`config.mk`:
```
export PLATFORM = sky130hd
export DESIGN_NAME = arrival_steering_top
export DESIGN_NICKNAME = d
export VERILOG_FILES = /design/src/rtl/as_pkg.sv /design/src/rtl/as_unit.sv /design/src/rtl/arrival_steering_top.sv
export SDC_FILE = /design/constraint.sdc
export NUM_CORES = 2
export LEC_CHECK = 0
export ABC_CLOCK_PERIOD_IN_PS = 26800
export BUFFER_PORTS_ARGS = -buffer_cell sky130_fd_sc_hd__buf_2
export CAP_MARGIN = 30
export CORE_MARGIN = 2
export CORE_UTILIZATION = 55
export CTS_CLUSTER_SIZE = 20
export DETAILED_ROUTE_END_ITERATION = 10
export GPL_TIMING_DRIVEN = 0
export PLACE_DENSITY = 0.73
export SLEW_MARGIN = 20
export SYNTH_ARGS = -nofsm -noshare
export SYNTH_HDL_FRONTEND = slang
export SYNTH_HIERARCHICAL = 1
export SYNTH_SLANG_ARGS = --single-unit
```
`constraint.sdc`:
```
create_clock -name clk -period 26.8 [get_ports clk]
set_input_delay 8.04 -clock clk [delete_from_list [all_inputs] [get_ports clk]]
set_output_delay 8.04 -clock clk [all_outputs]
set_load 0.1 [all_outputs]
```
`src/rtl/as_pkg.sv`:
```
package as_pkg;

  localparam int CW      = 32;
  localparam int MAG_W   = CW + 1;
  localparam int SUM_W   = 2 * CW + 2;
  localparam int ROOT_W  = CW + 1;
  localparam int SPD_W   = 24;
  localparam int BD_W    = 31;
  localparam int BF_W    = 16;
  localparam int DEN_W   = BD_W + BF_W;
  localparam int U_W     = (SUM_W > DEN_W + 2) ? SUM_W : DEN_W + 2;
  localparam int CNT_W   = $clog2(U_W + 1);
  localparam int OUT_W   = 32;
  localparam int VAL_W   = (CW + 2 > OUT_W + 2) ? CW + 2 : OUT_W + 2;

  typedef enum logic [1:0] {
    OP_MUL,
    OP_DIV,
    OP_SQRT
  } as_op_t;

  typedef struct packed {
    logic             start;
    as_op_t           op;
    logic [CNT_W-1:0] steps;
  } as_req_t;

  typedef struct packed {
    logic busy;
    logic done;
  } as_rsp_t;

endpackage

```
`src/rtl/as_unit.sv`:
```
module as_unit (
  input  logic                     clk,
  input  logic                     rst_n,
  input  as_pkg::as_req_t          req,
  input  logic [as_pkg::U_W-1:0]   opa,
  input  logic [as_pkg::U_W-1:0]   opb,
  input  logic [as_pkg::U_W-1:0]   acc_in,
  output as_pkg::as_rsp_t          rsp,
  output logic [as_pkg::U_W-1:0]   res
);

  logic                         busy_r;
  logic                         done_r;
  as_pkg::as_op_t               op_r;
  logic [as_pkg::CNT_W-1:0]     cnt_r;
  logic [as_pkg::U_W-1:0]       x_r;
  logic [as_pkg::U_W-1:0]       y_r;
  logic [as_pkg::U_W-1:0]       acc_r;
  logic [as_pkg::U_W-1:0]       p;
  logic [as_pkg::U_W-1:0]       q;
  logic                         sub;
  logic [as_pkg::U_W:0]         sum;
  logic                         ge;

  always_comb begin
    unique case (op_r)
      as_pkg::OP_MUL: begin
        p   = acc_r;
        q   = y_r[0] ? x_r : '0;
        sub = 1'b0;
      end
      as_pkg::OP_DIV: begin
        p   = {x_r[as_pkg::U_W-2:0], y_r[as_pkg::U_W-1]};
        q   = opb;
        sub = 1'b1;
      end
      as_pkg::OP_SQRT: begin
        p   = {x_r[as_pkg::U_W-3:0], y_r[as_pkg::U_W-1:as_pkg::U_W-2]};
        q   = {acc_r[as_pkg::U_W-3:0], 2'b01};
        sub = 1'b1;
      end
      default: begin
        p   = '0;
        q   = '0;
        sub = 1'b0;
      end
    endcase
    sum = {1'b0, p} + {1'b0, (sub ? ~q : q)} + {{as_pkg::U_W{1'b0}}, sub};
    ge  = sum[as_pkg::U_W];
  end

  always_ff @(posedge clk) begin
    if (!rst_n) begin
      busy_r <= 1'b0;
      done_r <= 1'b0;
    end else begin
      done_r <= busy_r && (cnt_r == {{(as_pkg::CNT_W-1){1'b0}}, 1'b1});
      if (req.start && !busy_r) begin
        busy_r <= 1'b1;
        op_r   <= req.op;
        cnt_r  <= req.steps;
        unique case (req.op)
          as_pkg::OP_MUL: begin
            x_r   <= opa;
            y_r   <= opb;
            acc_r <= acc_in;
          end
          as_pkg::OP_DIV: begin
            x_r   <= opa >> as_pkg::SPD_W;
            y_r   <= opa << (as_pkg::U_W - as_pkg::SPD_W);
            acc_r <= '0;
          end
          as_pkg::OP_SQRT: begin
            x_r   <= '0;
            y_r   <= opa << (as_pkg::U_W - as_pkg::SUM_W);
            acc_r <= '0;
          end
          default: begin
            x_r   <= '0;
            y_r   <= '0;
            acc_r <= '0;
          end
        endcase
      end else if (busy_r) begin
        unique case (op_r)
          as_pkg::OP_MUL: begin
            acc_r <= sum[as_pkg::U_W-1:0];
            x_r   <= x_r << 1;
            y_r   <= y_r >> 1;
          end
          as_pkg::OP_DIV: begin
            x_r   <= ge ? sum[as_pkg::U_W-1:0] : p;
            y_r   <= y_r << 1;
            acc_r <= {acc_r[as_pkg::U_W-2:0], ge};
          end
          as_pkg::OP_SQRT: begin
            x_r   <= ge ? sum[as_pkg::U_W-1:0] : p;
            y_r   <= y_r << 2;
            acc_r <= {acc_r[as_pkg::U_W-2:0], ge};
          end
          default: begin
            acc_r <= acc_r;
          end
        endcase
        cnt_r <= cnt_r - 1'b1;
        if (cnt_r == {{(as_pkg::CNT_W-1){1'b0}}, 1'b1}) begin
          busy_r <= 1'b0;
        end
      end
    end
  end

  assign rsp.busy = busy_r;
  assign rsp.done = done_r;
  assign res      = acc_r;

  a_done_after_busy: assert property (@(posedge clk) disable iff (!rst_n)
    done_r |-> $past(busy_r)) else $error("done without a running operation");
  a_no_start_busy: assert property (@(posedge clk) disable iff (!rst_n)
    done_r |-> !busy_r) else $error("unit busy while reporting done");
  a_busy_no_done: assert property (@(posedge clk) disable iff (!rst_n)
    (busy_r && cnt_r != {{(as_pkg::CNT_W-1){1'b0}}, 1'b1}) |=> !done_r)
    else $error("done raised early");

endmodule

```
`src/rtl/arrival_steering_top.sv`:
```
// Arrival steering: one request carries target, position and velocity; the block returns the
// steering vector and the reached flag. A request normally runs through the single shared
// add/subtract unit, which resolves one bit per cycle through six squarings, two square roots,
// the speed ramp and the three per-axis multiply and divide passes. A request that finds the
// reached flag set skips the unit; one that stops at the target ends after the square roots.
module arrival_steering_top (
  input  logic                          clk,
  input  logic                          rst_n,
  input  logic                          in_valid,
  output logic                          in_ready,
  input  logic signed [as_pkg::CW-1:0]  in_target_x,
  input  logic signed [as_pkg::CW-1:0]  in_target_y,
  input  logic signed [as_pkg::CW-1:0]  in_target_z,
  input  logic signed [as_pkg::CW-1:0]  in_position_x,
  input  logic signed [as_pkg::CW-1:0]  in_position_y,
  input  logic signed [as_pkg::CW-1:0]  in_position_z,
  input  logic signed [as_pkg::CW-1:0]  in_velocity_x,
  input  logic signed [as_pkg::CW-1:0]  in_velocity_y,
  input  logic signed [as_pkg::CW-1:0]  in_velocity_z,
  input  logic                          in_clear_reached,
  output logic                          out_valid,
  input  logic                          out_ready,
  output logic signed [as_pkg::OUT_W-1:0] out_steer_x,
  output logic signed [as_pkg::OUT_W-1:0] out_steer_y,
  output logic signed [as_pkg::OUT_W-1:0] out_steer_z,
  output logic                          out_reached,
  input  logic                          psel,
  input  logic                          penable,
  input  logic                          pwrite,
  input  logic [4:0]                    paddr,
  input  logic [31:0]                   pwdata,
  output logic [31:0]                   prdata,
  output logic                          pready
);

  localparam logic [2:0] REG_MAX_SPEED  = 3'd0;
  localparam logic [2:0] REG_BRAKE_DIST = 3'd1;
  localparam logic [2:0] REG_BRAKE_FACT = 3'd2;
  localparam logic [2:0] REG_STOP_DIST  = 3'd3;
  localparam logic [2:0] REG_STOP_SPEED = 3'd4;

  localparam int CW    = as_pkg::CW;
  localparam int MAG_W = as_pkg::MAG_W;
  localparam int U_W   = as_pkg::U_W;
  localparam int RW    = as_pkg::ROOT_W;
  localparam int SW    = as_pkg::SPD_W;
  localparam int VW    = as_pkg::VAL_W;
  localparam int OW    = as_pkg::OUT_W;

  typedef enum logic [3:0] {
    S_IDLE, S_SQ, S_SQRT, S_CHECK, S_RAMP, S_RMUL, S_RDIV, S_AXM, S_AXD, S_FIN
  } state_t;

  state_t                   state_r;
  logic                     go_r;
  logic                     flag_r;
  logic                     phase_r;
  logic [1:0]               idx_r;
  logic [MAG_W-1:0]         diff_r [3];
  logic [CW-1:0]            vel_r [3];
  logic [U_W-1:0]           sum_r;
  logic [RW-1:0]            d_r;
  logic [RW-1:0]            v_r;
  logic [as_pkg::DEN_W-1:0] den_r;
  logic [SW-1:0]            speed_r;
  logic [OW-1:0]            st_r [3];
  logic                     rch_r;
  logic [OW-1:0]            ox_r, oy_r, oz_r;
  logic                     ovalid_r;
  logic                     orch_r;

  logic [23:0]              max_speed_r;
  logic [30:0]              brake_dist_r;
  logic [15:0]              brake_fact_r;
  logic [30:0]              stop_dist_r;
  logic [23:0]              stop_speed_r;

  as_pkg::as_req_t          req;
  as_pkg::as_rsp_t          rsp;
  logic [U_W-1:0]           opa, opb, acc_in, res;

  logic [MAG_W-1:0]         dm_sel, vm_sel, mag_sel, dsel;
  logic [CW-1:0]            vsel;
  logic [RW+7:0]            dsh;
  logic [VW-1:0]            want, val;
  logic [OW-1:0]            steer_val;
  logic                     in_acc, flag_eff, cfg_wr;
  logic [2:0]               cfg_idx;

  assign in_ready = (state_r == S_IDLE);
  assign in_acc   = in_valid && in_ready;
  assign flag_eff = flag_r && !in_clear_reached;
  assign pready   = 1'b1;
  assign cfg_wr   = psel && penable && pwrite;
  assign cfg_idx  = paddr[4:2];

  always_ff @(posedge clk) begin
    if (!rst_n) begin
      max_speed_r  <= 24'd153600;
      brake_dist_r <= 31'd102400;
      brake_fact_r <= 16'd256;
      stop_dist_r  <= 31'd25600;
      stop_speed_r <= 24'd2560;
    end else if (cfg_wr) begin
      unique case (cfg_idx)
        REG_MAX_SPEED:  max_speed_r  <= pwdata[23:0];
        REG_BRAKE_DIST: brake_dist_r <= pwdata[30:0];
        REG_BRAKE_FACT: brake_fact_r <= pwdata[15:0];
        REG_STOP_DIST:  stop_dist_r  <= pwdata[30:0];
        REG_STOP_SPEED: stop_speed_r <= pwdata[23:0];
        default: ;
      endcase
    end
  end

  always_comb begin
    unique case (cfg_idx)
      REG_MAX_SPEED:  prdata = {8'd0, max_speed_r};
      REG_BRAKE_DIST: prdata = {1'b0, brake_dist_r};
      REG_BRAKE_FACT: prdata = {16'd0, brake_fact_r};
      REG_STOP_DIST:  prdata = {1'b0, stop_dist_r};
      REG_STOP_SPEED: prdata = {8'd0, stop_speed_r};
      default:        prdata = '0;
    endcase
  end

  always_comb begin
    dsel    = diff_r[idx_r];
    vsel    = vel_r[idx_r];
    dm_sel  = dsel[MAG_W-1] ? (~dsel + 1'b1) : dsel;
    vm_sel  = {1'b0, (vsel[CW-1] ? (~vsel + 1'b1) : vsel)};
    mag_sel = phase_r ? vm_sel : dm_sel;
    dsh     = {d_r, 8'd0};
    want    = dsel[MAG_W-1] ? (~{{(VW-SW){1'b0}}, res[SW-1:0]} + 1'b1)
                            : {{(VW-SW){1'b0}}, res[SW-1:0]};
    if (state_r == S_AXM) begin
      want = '0;
    end
    val = want - {{(VW-CW){vsel[CW-1]}}, vsel};
    if ($signed(val) > $signed({{(VW-OW+1){1'b0}}, {(OW-1){1'b1}}})) begin
      steer_val = {1'b0, {(OW-1){1'b1}}};
    end else if ($signed(val) < $signed({{(VW-OW+1){1'b1}}, {(OW-1){1'b0}}})) begin
      steer_val = {1'b1, {(OW-1){1'b0}}};
    end else begin
      steer_val = val[OW-1:0];
    end
  end

  always_comb begin
    req.start = go_r;
    req.op    = as_pkg::OP_MUL;
    req.steps = as_pkg::CNT_W'(SW);
    opa       = '0;
    opb       = '0;
    acc_in    = '0;
    unique case (state_r)
      S_SQ: begin
        req.steps = as_pkg::CNT_W'(MAG_W);
        opa       = {{(U_W-MAG_W){1'b0}}, mag_sel};
        opb       = {{(U_W-MAG_W){1'b0}}, mag_sel};
        acc_in    = (idx_r == 2'd0) ? '0 : sum_r;
      end
      S_SQRT: begin
        req.op    = as_pkg::OP_SQRT;
        req.steps = as_pkg::CNT_W'(RW);
        opa       = sum_r;
      end
      S_RMUL: begin
        opa = {{(U_W-RW-8){1'b0}}, dsh};
        opb = {{(U_W-24){1'b0}}, max_speed_r};
      end
      S_RDIV: begin
        req.op = as_pkg::OP_DIV;
        opa    = sum_r;
        opb    = {{(U_W-as_pkg::DEN_W){1'b0}}, den_r};
      end
      S_AXM: begin
        opa = {{(U_W-MAG_W){1'b0}}, dm_sel};
        opb = {{(U_W-SW){1'b0}}, speed_r};
      end
      S_AXD: begin
        req.op = as_pkg::OP_DIV;
        opa    = sum_r;
        opb    = {{(U_W-RW){1'b0}}, d_r};
      end
      default: ;
    endcase
  end

  as_unit u_unit (
    .clk    (clk),
    .rst_n  (rst_n),
    .req    (req),
    .opa    (opa),
    .opb    (opb),
    .acc_in (acc_in),
    .rsp    (rsp),
    .res    (res)
  );

  always_ff @(posedge clk) begin
    if (!rst_n) begin
      state_r  <= S_IDLE;
      go_r     <= 1'b0;
      flag_r   <= 1'b0;
      ovalid_r <= 1'b0;
    end else begin
      if (ovalid_r && out_ready && state_r != S_FIN) begin
        ovalid_r <= 1'b0;
      end
      unique case (state_r)
        S_IDLE: begin
          go_r <= in_acc && !flag_eff;
          if (in_acc) begin
            flag_r    <= flag_eff;
            diff_r[0] <= {in_target_x[CW-1], in_target_x} - {in_position_x[CW-1], in_position_x};
            diff_r[1] <= {in_target_y[CW-1], in_target_y} - {in_position_y[CW-1], in_position_y};
            diff_r[2] <= {in_target_z[CW-1], in_target_z} - {in_position_z[CW-1], in_position_z};
            vel_r[0]  <= in_velocity_x;
            vel_r[1]  <= in_velocity_y;
            vel_r[2]  <= in_velocity_z;
            idx_r     <= 2'd0;
            phase_r   <= 1'b0;
            for (int i = 0; i < 3; i++) begin
              st_r[i] <= '0;
            end
            rch_r <= 1'b1;
            if (flag_eff) begin
              state_r <= S_FIN;
            end else begin
              state_r <= S_SQ;
            end
          end
        end
        S_SQ: begin
          go_r <= rsp.done;
          if (rsp.done) begin
            sum_r <= res;
            if (idx_r == 2'd2) begin
              state_r <= S_SQRT;
            end else begin
              idx_r <= idx_r + 2'd1;
            end
          end
        end
        S_SQRT: begin
          go_r <= rsp.done && !phase_r;
          if (rsp.done) begin
            idx_r <= 2'd0;
            if (!phase_r) begin
              d_r     <= res[RW-1:0];
              phase_r <= 1'b1;
              state_r <= S_SQ;
            end else begin
              v_r     <= res[RW-1:0];
              state_r <= S_CHECK;
            end
          end
        end
        S_CHECK: begin
          go_r  <= 1'b0;
          den_r <= {{(as_pkg::DEN_W-31){1'b0}}, brake_dist_r} *
                   {{(as_pkg::DEN_W-16){1'b0}}, brake_fact_r};
          if ({{(U_W-RW){1'b0}}, d_r} <= {{(U_W-31){1'b0}}, stop_dist_r} &&
              {{(U_W-RW){1'b0}}, v_r} < {{(U_W-24){1'b0}}, stop_speed_r}) begin
            flag_r  <= 1'b1;
            state_r <= S_FIN;
          end else begin
            rch_r   <= 1'b0;
            state_r <= S_RAMP;
          end
        end
        S_RAMP: begin
          if ({{(U_W-RW-8){1'b0}}, dsh} >= {{(U_W-as_pkg::DEN_W){1'b0}}, den_r}) begin
            speed_r <= max_speed_r;
            state_r <= S_AXM;
            go_r    <= (d_r != '0);
          end else begin
            state_r <= S_RMUL;
            go_r    <= 1'b1;
          end
        end
        S_RMUL: begin
          go_r <= rsp.done;
          if (rsp.done) begin
            sum_r   <= res;
            state_r <= S_RDIV;
          end
        end
        S_RDIV: begin
          go_r <= rsp.done && (d_r != '0);
          if (rsp.done) begin
            speed_r <= res[SW-1:0];
            state_r <= S_AXM;
          end
        end
        S_AXM: begin
          go_r <= (d_r != '0) && rsp.done;
          if (d_r == '0) begin
            st_r[idx_r] <= steer_val;
            if (idx_r == 2'd2) begin
              state_r <= S_FIN;
            end else begin
              idx_r <= idx_r + 2'd1;
            end
          end else if (rsp.done) begin
            sum_r   <= res;
            state_r <= S_AXD;
          end
        end
        S_AXD: begin
          go_r <= rsp.done && (idx_r != 2'd2);
          if (rsp.done) begin
            st_r[idx_r] <= steer_val;
            if (idx_r == 2'd2) begin
              state_r <= S_FIN;
            end else begin
              idx_r   <= idx_r + 2'd1;
              state_r <= S_AXM;
            end
          end
        end
        S_FIN: begin
          go_r <= 1'b0;
          if (!ovalid_r || out_ready) begin
            ox_r     <= st_r[0];
            oy_r     <= st_r[1];
            oz_r     <= st_r[2];
            orch_r   <= rch_r;
            ovalid_r <= 1'b1;
            state_r  <= S_IDLE;
          end
        end
        default: begin
          go_r    <= 1'b0;
          state_r <= S_IDLE;
        end
      endcase
    end
  end

  assign out_valid   = ovalid_r;
  assign out_steer_x = ox_r;
  assign out_steer_y = oy_r;
  assign out_steer_z = oz_r;
  assign out_reached = orch_r;

  a_reached_zero: assert property (@(posedge clk) disable iff (!rst_n)
    (out_valid && out_reached) |-> (out_steer_x == '0 && out_steer_y == '0 &&
    out_steer_z == '0)) else $error("reached result with non-zero steering");
  a_one_at_a_time: assert property (@(posedge clk) disable iff (!rst_n)
    in_acc |=> !in_ready) else $error("second request taken while busy");
  a_start_idle_unit: assert property (@(posedge clk) disable iff (!rst_n)
    go_r |-> !rsp.busy) else $error("unit started while busy");

endmodule

```
Word-level counts from Yosys, hierarchy flattened
Memory sizes are Yosys's and may differ from the RTL's. A register that Yosys moved wholly into a read port is not among the register bits. Index checks and enable logic that the tools add are counted. W data, S select, Z words.

Bitwise operators: 6. Equal/unequal tests: 37. Multipliers: 1. $lt $le $gt $ge: 5. Reductions and logical operators: 62. $add $sub $neg: 11. Multiplexer cells: 98.

Operator list (count): $mux W66 (14); $pmux W66 S3 (4); $pmux W66 S2 (4); $pmux W66 S4 (1); $pmux W47 S5 (1); $mux W32 (5); $pmux W31 S5 (1); $sub A32 B32 Y33 (3); $mux W34 (2); $add A66 B66 Y67 (1); $add A67 B1 Y67 (1); $mux W33 (2); $not A66 Y66 (1); $mux W4 (14); $mux W24 (2); $pmux W24 S2 (1); $ge A41 B47 Y1 (1); $mul A31 B16 Y47 (1); $pmux W4 S10 (1); $add A34 B1 Y34 const B (1); $gt A34 B32 Y1 const B (1); $lt A34 B32 Y1 const B (1); $not A24 Y34 (1); $sub A34 B34 Y34 (1); other kinds (52) (155).

Flip-flop bits (word level): 550. Memory bits (writable): 291. Output and inout bits: 132. Word-level logic and storage cells: 248. Memories: 3. Input port bits: 333.

Memory list: diff_r (words 3, width 33, rd ports 1, clocked after memory_dff 1, write ports 3, line arrival_steering_top.sv:59) `logic [MAG_W-1:0] diff_r [3];`; st_r (words 3, width 32, rd ports 3, clocked after memory_dff 3, write ports 3, line arrival_steering_top.sv:66) `logic [OW-1:0] st_r [3];`; vel_r (words 3, width 32, rd ports 1, clocked after memory_dff 1, write ports 3, line arrival_steering_top.sv:60) `logic [CW-1:0] vel_r [3];`.

Logic depth before layout (Yosys ltp)
Depth after elaboration: 14. Gate-level depth with buffers: 31. Mapped depth without buffers: 26.

Hierarchy
The synthesis kept the hierarchy.

By module, submodules not included: arrival_steering_top (area each 56087.5 um2, cells each 5654, times used 1); as_unit (area each 18666.7 um2, cells each 2059, times used 1).

Worst setup path before layout
OpenSTA, ideal clock, no wires.

Path type: input to output. Start: in paddr[2]. End: out prdata[21]. Path buffers: 2. Required time: 18.760 ns. Data arrival time: 11.156 ns. Cell stages on the path: 6. Path slack: 7.604 ns. Cells stage by stage: buf_1 -> buf_1 -> mux2i_1 -> nor2_1 -> a21oi_1 -> o21ai_0.

Word-level cells in the longest chain between the ends: 2. Elaborated cells on any way between the ends: 6. Those cells by class: 4 x eq/ne; 1 x mux; 1 x reduce/logical.

RTL lines: start: declaration (line arrival_steering_top.sv:30) `input logic [4:0] paddr,`; $eq A3 B3 Y1 (tied with other cells) (line arrival_steering_top.sv:117) `unique case (cfg_idx)`; $pmux W31 S5 * (line arrival_steering_top.sv:117); end: declaration (line arrival_steering_top.sv:32) `output logic [31:0] prdata,`.

Mark *: on every way between the ends. The rest lies on a longest branch, timed or not.

Final worst setup path
Start: in paddr[4]. End: out prdata[20].

Same word-level chain as after synthesis.

==> run summary <==
Status: finished with violations
Failing checks: design-rule violations
RSZ-0062 raised after global routing: no
Initial Util: 55.3%
Vias/cell: 6.61
Final Hold Viols: 0
Chip Height: 373 um
Final core occ: 61.8%
Clock root buffer: clkbuf_16
Final Slew Violations: 0
Synth Cell Area: 74,700 um^2
ANT nets after route: 0
Total wire length: 310,000 um
Postcts setup bufs: 0
Worst Tran Pin Value: 1.19 ns
CP max-delay cell: o21ai_0
CTS tree: done
Static Leak: 33.8 nW
First-pass GRT wire length: 444,000 um
M1 GR Usage: 55.0%
Fill count: 11,500
Vias in the first global route: 65,500
Fin crit period: 19.27 ns
DIE AREA: 139,000 um^2
Rows: 135
Layer with the highest usage: met2
Clock transition at path regs: 0.06 ns
Largest net degree at the start of global routing: 109
Crit path kind: input pin to output port
Power Density: 92.5 nW/um^2
Longest Clk Path Bufs: 3
Peak supply drop: 0.0923 mV
Yosys warns: 6
Slowest stage delay, CP: 0.65 ns
Crit Path Max Fanout: 10
GRT Residual Overflow: 0
Final setup viols: 0
CTS buffer count: 101
Worst EP required: 18.76 ns
Routability Congestion: 1.09
CTS Sinks: 939
Worst skew pair latency: 0.76 ns
Area grow syn2layout: 11.8%
Slew margin rel.: 20.9%
I/O Pins: 465
Avg Cell Area, Syn: 9.69 um^2
Nets: 9,501
Core ar.: 135,000 um^2
Final period utilization: 71.9%
Most frequent CP cell: clkbuf_1
Crit path cell chain: buf_2 -> clkbuf_1 -> nor2b_1 -> clkbuf_1 -> clkbuf_1 -> a21oi_1 -> o21ai_0 -> buf_2
Worst slack at placement: 7.66 ns
Met2 usage: 65.7%
Global Route met3 Usage: 10.8%
Antenna violations before repair: 39
Worst Path Arrival: 11.23 ns
HPWL after DPL: 244,000 um
Clock Skews: 0.0915 ns
Post-Route Setup TNS: 0 ns
DR vias: 67,700
Cts hold-fix bufs: 0
Startpoint types: input pin
Worst Hold Class: flop to flop
IO Port Bufs: 458
Global Route Usage Sum: 43.5%
DRC viols: 82
Final WS setup: 7.53 ns
Crit path capture type: output port
Synth Instances: 7,712
Maximum clock rate: 0.0519 GHz
Total Power: 0.00772 W
Max H-tree Level: 3
WL per Instance: 30.2 um
Share of layout cells above drive strength 1: 10.3%
Max Cap Violations: 0
DRT Pass-1 Iters: 11
Die X: 373 um
Number of DRC markers in iteration 0: 11,700
Post-cts resize count: 0
## cell type report
cell class / count / area (um^2) / area share, %
timing repair buffer: 491 / 2870 / 3.43
multi-input combinational: 5609 / 43500 / 52.1
sequential: 939 / 26800 / 32.1
clock inverter: 58 / 649 / 0.777
inverter: 742 / 2790 / 3.34
buffer: 463 / 1930 / 2.31
tap: 1781 / 2230 / 2.67
antenna: 31 / 77.6 / 0.0929
clock buffer: 129 / 2690 / 3.22
## per-stage QoR
stage | std cells | hold WS [ns] | cell area [um^2]
4_1_cts | 10200 | 0.418 | 83400
5_1_grt | 10200 | 0.414 | 83500
3_3_place_gp | 9992 | 0.401 | 79400
6_report | 10200 | 0.408 | 83500
2_1_floorplan | 7753 | 0.400 | 74900
3_5_place_dp | 10000 | 0.405 | 80100
## per-layer routing
| metal | part of all wire, % | vias up | wire, um |
|---|---|---|---|
| li1 | - | 28800 | - |
| met1 | 36 | 32800 | 112000 |
| met2 | 44 | 4805 | 135000 |
| met3 | 12 | 1212 | 36700 |
| met4 | 8.3 | 16 | 25800 |
| met5 | 0.037 | - | 113 |
## critical path, delay by kind of cell
family | cells | cell delay, ns
compound gates | 2 | 0.80
buf+inv | 5 | 2.18
simple gates | 1 | 0.20
## where the power goes
group          internal [W]  leakage, nW  switching (W)
sequential          0.00186         8.48       0.000161
combinational       0.00128         23.7        0.00299
clock              0.000802         1.62       0.000628
total               0.00394         33.8        0.00378
## path summary, 6_finish.rpt
path         depth (start not counted)  slack, ns        endpoint              from
min                                  0       0.41  out_steer_z[9]        st_r[2][9]
min reg2reg                          0       0.41  out_steer_z[9]        st_r[2][9]
max reg2reg                         24      17.79       den_r[46]  brake_dist_r[13]
max                                  8       7.53      prdata[20]          paddr[4]
## cell usage in the layout (no fill, tap or decap), drive strengths merged, types with 53 or more instances in the layout
master / count
xor2: 105
nor3: 56
dfxtp: 137
clkbuf: 510
o22ai: 53
a22oi: 134
inv: 747
a21boi: 131
o211ai: 65
a211oi: 54
mux2: 73
fa: 409
nand2: 948
o21a: 55
edfxtp: 802
nand4: 59
a222oi: 248
buf: 573
xnor2: 246
ha: 412
a21o: 135
a21oi: 372
o21ai: 381
nor2: 465
and2: 334
nand3: 100
mux2i: 189
## sequential cells by signal, summed over array words and instances (netlist names), 32 cells and up, named ones only
name / flops
out_steer_y: 32
out_steer_z: 32
u_unit/y_r: 66
u_unit/x_r: 66
u_unit/res: 66
sum_r: 66
vel_r: 96
st_r: 96
d_r: 33
v_r: 33
den_r: 47
out_steer_x: 32
diff_r: 99
Power figures use the tool's default switching activity.
